[config.mk]
export PLATFORM = sky130hd
export DESIGN_NAME = first_fit_block_allocator
export DESIGN_NICKNAME = d
export VERILOG_FILES = /design/src/hdl/ffba_pkg.sv /design/src/hdl/first_fit_block_allocator.sv /design/src/hdl/ffba_cell.sv
export SDC_FILE = /design/constraint.sdc
export NUM_CORES = 2
export LEC_CHECK = 0
export BUFFER_PORTS_ARGS = -buffer_cell sky130_fd_sc_hd__buf_2
export CORE_MARGIN = 5
export CORE_UTILIZATION = 35
export CTS_CLUSTER_SIZE = 30
export DETAILED_ROUTE_END_ITERATION = 8
export HOLD_SLACK_MARGIN = 0.08
export PLACE_DENSITY = 0.57
export SYNTH_ARGS = -nofsm -noshare
export SYNTH_HDL_FRONTEND = slang
export SYNTH_SLANG_ARGS = --single-unit
[constraint.sdc]
create_clock -name aclk -period 7.1 [get_ports aclk]
set_clock_uncertainty 0.2 [all_clocks]
set_input_delay 0.355 -clock aclk [delete_from_list [all_inputs] [get_ports aclk]]
set_output_delay 0.355 -clock aclk [all_outputs]
set_load 0.005 [all_outputs]
[src/hdl/ffba_pkg.sv]
`default_nettype none
// ----------------------------------------------------------------------------
// ffba_pkg
// Shared widths, codes and the per-cell control word for the first-fit
// block allocator.
// ----------------------------------------------------------------------------
package ffba_pkg;

    localparam int ADDR_W       = 32;
    localparam int SIZE_W       = 24;
    localparam int HEADER_BYTES = 16;

    typedef enum logic [1:0] {
        STATUS_DONE      = 2'd0,
        STATUS_IGNORED   = 2'd1,
        STATUS_EXHAUSTED = 2'd2,
        STATUS_FULL      = 2'd3
    } status_t;

    typedef enum logic {
        CMD_ALLOC   = 1'b0,
        CMD_RELEASE = 1'b1
    } cmd_t;

    typedef enum logic {
        REG_HEAP_BASE  = 1'b0,
        REG_HEAP_LIMIT = 1'b1
    } reg_index_t;

    // capture: latch the size compare; remove: close the gap left by the
    // first hit; insert: push everything one place toward the tail
    typedef struct packed {
        logic capture;
        logic remove;
        logic insert;
    } cell_ctl_t;

endpackage : ffba_pkg
`default_nettype wire

[src/hdl/first_fit_block_allocator.sv]
`default_nettype none
// ----------------------------------------------------------------------------
// first_fit_block_allocator
// First-fit allocator over a shifting free table with a bump-pointer fallback.
// ----------------------------------------------------------------------------
// Each command runs through ST_IDLE and ST_EXEC: on the accepting edge every
// table cell compares its size with the request and the bump-pointer end
// address is formed; in ST_EXEC, once the result register is free, the first
// hit is taken and the cell row shifts to close the gap (or to push a released
// block in at the front), and the result beat is loaded into the output
// register. A new command is accepted only after the block returns to ST_IDLE,
// so one command is in flight at a time; a stalled result holds the block in
// ST_EXEC. heap_base writes also reload the bump pointer.
module first_fit_block_allocator #(
    parameter int FREE_SLOTS = 32
) (
    input  wire logic        aclk,
    input  wire logic        aresetn,
    // configuration
    input  wire logic        cfg_wr_en,
    input  wire logic        cfg_index,
    input  wire logic [31:0] cfg_wdata,
    // command stream
    input  wire logic        s_tvalid,
    output logic             s_tready,
    input  wire logic [79:0] s_tdata,  // request_size, block_address, released_size
    input  wire logic [0:0]  s_tuser,  // command
    // result stream
    output logic             m_tvalid,
    input  wire logic        m_tready,
    output logic [55:0]      m_tdata,  // granted_address, granted_size
    output logic [1:0]       m_tuser   // status
);
    import ffba_pkg::*;

    localparam int CNT_W = $clog2(FREE_SLOTS + 1);

    typedef enum logic {
        ST_IDLE,
        ST_EXEC
    } state_t;

    state_t              state_reg;
    logic                cmd_reg;
    logic [SIZE_W-1:0]   req_reg;
    logic [ADDR_W-1:0]   rel_addr_reg;
    logic [SIZE_W-1:0]   rel_size_reg;
    logic [CNT_W-1:0]    count_reg;
    logic [ADDR_W-1:0]   bump_reg;
    logic [ADDR_W-1:0]   limit_reg;
    logic [ADDR_W:0]     end_reg;
    logic [ADDR_W-1:0]   payload_reg;
    logic                m_valid_reg;
    logic [ADDR_W-1:0]   m_addr_reg;
    logic [SIZE_W-1:0]   m_size_reg;
    status_t             m_status_reg;

    logic                accept;
    logic                out_free;
    logic [SIZE_W-1:0]   in_req;
    cell_ctl_t           ctl;
    logic                any_hit;
    logic [ADDR_W-1:0]   hit_addr;
    logic [SIZE_W-1:0]   hit_size;

    logic [ADDR_W-1:0]   cell_addr [FREE_SLOTS];
    logic [SIZE_W-1:0]   cell_size [FREE_SLOTS];
    logic [ADDR_W-1:0]   sel_addr  [FREE_SLOTS];
    logic [SIZE_W-1:0]   sel_size  [FREE_SLOTS];
    logic [FREE_SLOTS:0] found;

    assign s_tready = (state_reg == ST_IDLE);
    assign accept   = s_tvalid && s_tready;
    assign out_free = !m_valid_reg || m_tready;
    assign in_req   = s_tdata[23:0];

    always_comb begin
        ctl         = '0;
        ctl.capture = accept;
        if (state_reg == ST_EXEC && out_free) begin
            ctl.remove = (cmd_reg == CMD_ALLOC) && (req_reg != '0);
            ctl.insert = (cmd_reg == CMD_RELEASE) && (rel_addr_reg != '0)
                         && (count_reg < CNT_W'(FREE_SLOTS));
        end
    end

    assign found[0] = 1'b0;

    for (genvar j = 0; j < FREE_SLOTS; j++) begin : g_cell
        logic [ADDR_W-1:0] l_addr;
        logic [SIZE_W-1:0] l_size;
        logic [ADDR_W-1:0] r_addr;
        logic [SIZE_W-1:0] r_size;
        if (j == 0) begin : g_head
            assign l_addr = rel_addr_reg;
            assign l_size = rel_size_reg;
        end else begin : g_body
            assign l_addr = cell_addr[j-1];
            assign l_size = cell_size[j-1];
        end
        if (j == FREE_SLOTS - 1) begin : g_tail
            assign r_addr = '0;
            assign r_size = '0;
        end else begin : g_mid
            assign r_addr = cell_addr[j+1];
            assign r_size = cell_size[j+1];
        end
        ffba_cell #(
            .IDX   (j),
            .CNT_W (CNT_W)
        ) u_cell (
            .aclk       (aclk),
            .ctl        (ctl),
            .req_size   (in_req),
            .count      (count_reg),
            .left_addr  (l_addr),
            .left_size  (l_size),
            .right_addr (r_addr),
            .right_size (r_size),
            .found_in   (found[j]),
            .found_out  (found[j+1]),
            .addr       (cell_addr[j]),
            .size       (cell_size[j]),
            .sel_addr   (sel_addr[j]),
            .sel_size   (sel_size[j])
        );
    end

    assign any_hit = found[FREE_SLOTS];

    // at most one cell drives a nonzero select
    always_comb begin
        hit_addr = '0;
        hit_size = '0;
        for (int k = 0; k < FREE_SLOTS; k++) begin
            hit_addr = hit_addr | sel_addr[k];
            hit_size = hit_size | sel_size[k];
        end
    end

    always_ff @(posedge aclk) begin
        if (!aresetn) begin
            state_reg    <= ST_IDLE;
            count_reg    <= '0;
            limit_reg    <= '1;
            bump_reg     <= '0;
            m_valid_reg  <= 1'b0;
        end else begin
            if (m_valid_reg && m_tready) begin
                m_valid_reg <= 1'b0;
            end
            if (cfg_wr_en) begin
                unique case (cfg_index)
                    REG_HEAP_BASE:  bump_reg  <= cfg_wdata;
                    REG_HEAP_LIMIT: limit_reg <= cfg_wdata;
                    default: ;
                endcase
            end
            unique case (state_reg)
                ST_IDLE: begin
                    if (accept) begin
                        cmd_reg      <= s_tuser[0];
                        req_reg      <= in_req;
                        rel_addr_reg <= s_tdata[55:24];
                        rel_size_reg <= s_tdata[79:56];
                        end_reg      <= {1'b0, bump_reg} + (ADDR_W+1)'(HEADER_BYTES)
                                        + (ADDR_W+1)'(in_req);
                        payload_reg  <= bump_reg + ADDR_W'(HEADER_BYTES);
                        state_reg    <= ST_EXEC;
                    end
                end
                ST_EXEC: begin
                    if (out_free) begin
                        m_valid_reg  <= 1'b1;
                        m_addr_reg   <= '0;
                        m_size_reg   <= '0;
                        m_status_reg <= STATUS_DONE;
                        state_reg    <= ST_IDLE;
                        if (cmd_reg == CMD_ALLOC) begin
                            if (req_reg == '0) begin
                                m_status_reg <= STATUS_IGNORED;
                            end else if (any_hit) begin
                                m_addr_reg <= hit_addr;
                                m_size_reg <= hit_size;
                                count_reg  <= count_reg - CNT_W'(1);
                            end else if (end_reg > {1'b0, limit_reg}) begin
                                m_status_reg <= STATUS_EXHAUSTED;
                            end else begin
                                m_addr_reg <= payload_reg;
                                m_size_reg <= req_reg;
                                bump_reg   <= end_reg[ADDR_W-1:0];
                            end
                        end else begin
                            if (rel_addr_reg == '0) begin
                                m_status_reg <= STATUS_IGNORED;
                            end else if (count_reg >= CNT_W'(FREE_SLOTS)) begin
                                m_status_reg <= STATUS_FULL;
                            end else begin
                                count_reg <= count_reg + CNT_W'(1);
                            end
                        end
                    end
                end
                default: state_reg <= ST_IDLE;
            endcase
        end
    end

    assign m_tvalid = m_valid_reg;
    assign m_tdata  = {m_size_reg, m_addr_reg};
    assign m_tuser  = m_status_reg;

endmodule : first_fit_block_allocator
`default_nettype wire

[src/hdl/ffba_cell.sv]
`default_nettype none
// ----------------------------------------------------------------------------
// ffba_cell
// One free-table slot: holds an address and size, compares against the
// request, and shifts toward either neighbor on remove or insert.
// ----------------------------------------------------------------------------
module ffba_cell #(
    parameter int IDX   = 0,
    parameter int CNT_W = 6
) (
    input  wire logic                         aclk,
    input  wire ffba_pkg::cell_ctl_t          ctl,
    input  wire logic [ffba_pkg::SIZE_W-1:0]  req_size,
    input  wire logic [CNT_W-1:0]             count,
    input  wire logic [ffba_pkg::ADDR_W-1:0]  left_addr,
    input  wire logic [ffba_pkg::SIZE_W-1:0]  left_size,
    input  wire logic [ffba_pkg::ADDR_W-1:0]  right_addr,
    input  wire logic [ffba_pkg::SIZE_W-1:0]  right_size,
    input  wire logic                         found_in,
    output logic                              found_out,
    output logic [ffba_pkg::ADDR_W-1:0]       addr,
    output logic [ffba_pkg::SIZE_W-1:0]       size,
    output logic [ffba_pkg::ADDR_W-1:0]       sel_addr,
    output logic [ffba_pkg::SIZE_W-1:0]       sel_size
);
    import ffba_pkg::*;

    logic [ADDR_W-1:0] addr_reg;
    logic [SIZE_W-1:0] size_reg;
    logic              hit_reg;
    logic              first;

    always_ff @(posedge aclk) begin
        if (ctl.capture) begin
            hit_reg <= (CNT_W'(IDX) < count) && (size_reg >= req_size);
        end
        if (ctl.insert) begin
            addr_reg <= left_addr;
            size_reg <= left_size;
        end else if (ctl.remove && found_out) begin
            // this slot sits at or past the taken entry
            addr_reg <= right_addr;
            size_reg <= right_size;
        end
    end

    assign first     = hit_reg && !found_in;
    assign found_out = found_in || hit_reg;
    assign addr      = addr_reg;
    assign size      = size_reg;
    assign sel_addr  = first ? addr_reg : '0;
    assign sel_size  = first ? size_reg : '0;

endmodule : ffba_cell
`default_nettype wire

# Yosys cells after proc, flatten, opt, wreduce, memory -nomap -nowiden
# Index checks and enable logic that the tools add are counted.
# Widths: inputs -> output; s select.
totals:
  out_inout_bits: 60
  wordCells: 678
  regBits: 2100
op_classes:
  muxes: 222
  addsub: 5
  eq_ne: 3
  magnitude_cmp: 67
  n_reduce_logical: 207
  bitwise: 64
op_table:
  columns: ["op", "count"]
  rows:
  - ["$mux 32", 106]
  - ["$mux 24", 98]
  - ["$or 32x32->32", 31]
  - ["$ge 24x24->1", 32]
  - ["$or 24x24->24", 31]
  - ["$logic_and 1x1->1", 101]
  - ["$lt 5x6->1 const A", 16]
  - ["$reduce_bool 2->1", 33]
  - ["$lt 4x6->1 const A", 8]
  - ["$add 32x5->33 const B", 1]
  - ["$add 33x24->33", 1]
  - ["$gt 33x32->1", 1]
  - ["$add 32x5->32 const B", 1]
  - ["$logic_not 1->1", 32]
  - ["$logic_not 32->1", 1]
  - ["$logic_or 1x1->1", 32]
  - ["$reduce_bool 32->1", 1]
  - ["$mux 6", 5]
  - ["$logic_not 24->1", 1]
  - ["$lt 3x6->1 const A", 4]
  - ["$reduce_bool 24->1", 1]
  - ["$mux 2", 7]
  - ["$lt 1x6->1 const A", 2]
  - ["$lt 2x6->1 const A", 2]
  - ["12 further kinds", 20]

# Depth between registers and ports, before layout
logic_depth:
  ltp_word: 36
  ltp_mapped: 12
  ltp_nobuf: 12

# Hierarchy
# A second synthesis with hierarchy kept.
unflattened:
  cells_unflattened: 10241
  area_unflattened_um2: 124445.6
by_module_without_submodules:
  columns: ["mod", "cells_each", "seq_area_each_um2", "area_each_um2", "instances"]
  rows:
  - ["first_fit_block_allocator", 1663, 7567.3, 16480.8, 1]
  - ["ffba_cell (g_cell[16].u_cell ...)", 269, 1711.6, 3377.0, 4]
  - ["ffba_cell (g_cell[14].u_cell ...)", 268, 1711.6, 3374.5, 4]
  - ["ffba_cell (g_cell[18].u_cell ...)", 269, 1711.6, 3378.2, 3]
  - ["ffba_cell (g_cell[10].u_cell ...)", 268, 1711.6, 3375.7, 3]
  - ["ffba_cell (g_cell[25].u_cell ...)", 268, 1711.6, 3373.2, 3]
  - ["ffba_cell (g_cell[13].u_cell ...)", 267, 1711.6, 3369.5, 2]
  - ["ffba_cell (g_cell[11].u_cell)", 267, 1711.6, 3382.0, 1]
  - ["ffba_cell (g_cell[20].u_cell)", 270, 1711.6, 3380.7, 1]
  - ["ffba_cell (g_cell[27].u_cell)", 267, 1711.6, 3380.7, 1]
  - ["ffba_cell (g_cell[19].u_cell)", 268, 1711.6, 3377.0, 1]
  - ["ffba_cell (g_cell[17].u_cell)", 269, 1711.6, 3375.7, 1]
  - ["ffba_cell (g_cell[1].u_cell)", 268, 1711.6, 3372.0, 1]
  - ["ffba_cell (g_cell[0].u_cell)", 269, 1711.6, 3370.7, 1]
  - ["+6 rows", null, null, null, null]

# Worst setup path before layout
# No wires, ideal clock.
synth_path:
  path_type: "register to register"
  startpoint: "register g_cell[5].u_cell.hit_reg"
  endpoint: "register g_cell[18].u_cell.addr_reg[0], enable pin"
  period_less_slack_ps: 6239
  t_arrival_ps: 5492
  n_path_buf: 4
  setup_time_ps: 547
  path_stages_with_launch: 10
  path_slack_ps: 861
  path_cell_list: "edfxtp_1 clkbuf_1 nor4_2 and3_1 clkbuf_1 clkbuf_1 buf_1 nand2_1 nor3_1 o21ai_0"
synth_via:
  elab_chain_len: 16
synth_rtl:
  columns: ["item", "line_no", "source"]
  rows:
  - ["from (decl)", "ffba_cell.sv:30", "logic hit_reg;"]
  - ["from (signal assigned)", "ffba_cell.sv:35", "hit_reg <= (CNT_W'(IDX) < count) && (size_reg >= req_size);"]
  - ["$logic_or 1x1->1 (14 in a row)", "ffba_cell.sv:48", "assign found_out = found_in || hit_reg;"]
  - ["$logic_and 1x1->1", "ffba_cell.sv:40", "end else if (ctl.remove && found_out) begin"]
  - ["$reduce_bool 2->1 (no line)", null, null]
  - ["to (signal assigned)", "ffba_cell.sv:38", "addr_reg <= left_addr;"]
  - ["to (signal assigned)", "ffba_cell.sv:42", "addr_reg <= right_addr;"]
  - ["to (decl)", "ffba_cell.sv:28", "logic [ADDR_W-1:0] addr_reg;"]
# No other way between the ends.
# A chain may end at the register's enable or synchronous reset.

# Worst setup path in the final report
layout_path:
  startpoint: "register rel_addr_reg[17] (netlist: g_cell[0].l_addr[17])"
  endpoint: "register g_cell[19].u_cell.addr_reg[14], data pin"
layout_via:
  elab_chain_len: 5
layout_rtl:
  columns: ["item", "line_no", "source"]
  rows:
  - ["from (decl)", "first_fit_block_allocator.sv:46", "logic [ADDR_W-1:0] rel_addr_reg;"]
  - ["from (signal assigned)", "first_fit_block_allocator.sv:164", "rel_addr_reg <= s_tdata[55:24];"]
  - ["$reduce_bool 32->1", "first_fit_block_allocator.sv:82", "ctl.insert = (cmd_reg == CMD_RELEASE) && (rel_addr_reg != '0)"]
  - ["$logic_and 1x1->1", "first_fit_block_allocator.sv:82", null]
  - ["$logic_and 1x1->1", "first_fit_block_allocator.sv:83", "&& (count_reg < CNT_W'(FREE_SLOTS));"]
  - ["$mux 2", "first_fit_block_allocator.sv:80", "if (state_reg == ST_EXEC && out_free) begin"]
  - ["$mux 32", "ffba_cell.sv:37", "if (ctl.insert) begin"]
  - ["to (signal assigned)", "ffba_cell.sv:38", null]
  - ["to (signal assigned)", "ffba_cell.sv:42", null]
  - ["to (decl)", "ffba_cell.sv:28", null]
# No other way between the ends.

==> impl_metrics.ini <==
[run_status]
status = finished, violations left
violations = DRC

[floorplanning]
initial_utilization = 0.350
die_area_um2 = 348000
fp.coreArea_um2 = 336000
die_h_um = 590
die_x_um = 590
std_cell_rows = 213
io_pins = 179

[sta]
tightest_slew_ns = 1.26
tns_ns = 0
fmax_ghz = 0.186
finalCritPeriodShare = 0.757
hold_viol_final = 0
setup_viol = 0
drv_slew = 0
rsz0062_at_grt = false
period_needed_ns = 5.37
slew_headroom = 0.141

[clock_tree]
root_buffer = clkbuf_16
clk_pin_slew_ns = 0.06
clock_sinks = 2100
cts_setup_buffers = 0
clkLatencyLatePin_ns = 0.93
cts_tree = built
clock_path_buffers = 4
cts_buffers = 233
htree_num_levels = 4

[cells_and_area]
final_util = 0.398
area_growth_syn_to_layout_pct = 13.6
drive_gt1_frac = 0.0626
fin_nets = 13394
layout_common_cells = nand2_1 (5312), edfxtp_1 (2028), ha_1 (852)
final_common_cell = nand2_1
design_area_um2 = 134000
fillerInstances = 33408
largest_reg_flops = 1024

[setup_path]
cp-startpoint = g_cell[0].l_addr[17]
crit_fanout = 100
critPathLaunchType = register
r2r-start = g_cell[0].l_addr[17]
crit_arrival_ns = 5.78
required_ns = 7.51
worstSetupPathType = register to register
critPathCaptureType = register

[yosys]
synth_largest_area_cell = edfxtp_1
synthDistinctLibCells = 72
synthArstFlopShare = 0
synth_area_um2 = 118000
avgSynthCellArea_um2 = 9.60
yosysWarnings = 0
synth_top_cells_by_area = edfxtp_1 (52%), nand2_1 (17%), ha_1 (9.1%), clkbuf_1 (2.1%), a221oi_1 (2.0%)
synth-seq-cells = 2100
synthesis.nets = 13236
synth_edf_count = 2028
ys_seq_area_frac = 0.530
synthCells = 12264
synth.top_cell.area_share = 0.517
synth_ff_type = edfxtp_1

[drt]
vias = 96733
first_pass_iters = 9
post_drt_wl_per_cell_um = 25.1
ant_nets = 0
wl_mm = 427
drt_iter0_drc = 11028
drc_errors = 1
vias_per_cell = 5.68

[placement]
placed_cell_area_um2 = 124000
port_buffers = 178
dpl.hpwl_mm = 292
place_congestion = 0.896

[min_path]
hold_class = primary input to register
worstHoldStart = s_tuser

[run]
drv_cap = 0

[grt]
grt_pass1_wl_mm = 624
grt-ovfl-total = 0
grt_max_degree = 205
grt_pass1_vias = 91456
antenna_found_initial = 8
grt_use_total = 0.235

[power]
power_density_nw_per_um2 = 244
peakVddDrop_uv = 203
leakagePower_nw = 55.1
## cell type report
type                    count  area [um^2]  share of cell area
diodes                      4         10.0           0.0000749
well taps                4407         5510              0.0413
repair buffers            637         5380              0.0402
inverters                 222          833             0.00624
flip-flops and latches   2100        62300               0.466
clock inverters           132         1160             0.00870
clock buffers             289         6140              0.0460
multi-input cells        9228        52300               0.391
## timing repair
item,4_1_cts,5_1_grt
hold buffers,275,0
hold endpoints to repair,219,0
resized for setup,0,0
## final timing paths
check | depth (start not counted) | slack [ns] | endpoint
max | 6 | 1.73 | g_cell[19].u_cell.addr[14]
min | 2 | 0.1 | cmd_reg
max reg2reg | 6 | 1.73 | g_cell[19].u_cell.addr[14]
min reg2reg | 0 | 0.28 | payload_reg[0]
## cell usage after synthesis (all sizes together), types with 53 or more instances
cell type	count
ha	852
buf	56
a21o	192
dfxtp	72
a221oi	275
o2111ai	71
a221o	53
and2	75
a22oi	170
nor2b	152
a32oi	57
nand3	114
a22o	111
o31ai	69
a21oi	284
nand3b	55
o211ai	99
a222oi	56
clkbuf	658
edfxtp	2028
a211oi	91
nand2	5312
a31oi	71
o21ai	382
nor2	117
nand4	96
inv	206
nand2b	65
## where the power goes
group	switching (W)	internal (W)	leakage, nW	total, W
Clock	0.00533	0.00679	3.57	0.0121
Sequential	0.000908	0.0149	19.6	0.0158
Combinational	0.00318	0.00156	31.9	0.00474
Total	0.00942	0.0232	55.1	0.0326
## kinds of logic (layout without fill, tap and decap cells)
family,after synthesis,in the layout,synth area share
AOI/OAI and AO/OA,2097,2097,0.128
buffers and inverters,936,1280,0.0303
other,0,4,0
adders and majority gates,853,853,0.0908
and+or+nand+nor,6156,6156,0.212
DFF,2100,2100,0.530
muxes,64,64,0.00578
xor gates and xnor gates,58,58,0.00432
## layer usage
metal / vias to the layer above / part of all wire / GRT usage
met5: - / 0.000094 / 0
met4: 6 / 0.049 / 0.100
met3: 710 / 0.068 / 0.0222
met2: 4014 / 0.46 / 0.376
met1: 47925 / 0.42 / 0.327
li1: 44078 / - / -
## critical path, stage by stage (launching register included)
cell	delay (ns)
edfxtp_1	0.42
nor4_1	0.95
nand4_1	0.81
o2111ai_4	0.92
buf_4	0.56
buf_4	0.87
o21ai_0	0.18
## through the flow
stage,setup slack [ns],hold WS (ns),power (W),std cells
finish,1.73,0.0975,0.0326,17019
global route,1.69,0.113,0.0338,17017
CTS,1.84,0.0804,0.0327,17015
detailed placement,1.89,0.263,0.0206,16319
global placement,1.90,0.259,0.0205,16319
floorplan,0.861,0.229,0.0186,12264
No activity file was read; power rests on OpenSTA's default activity.
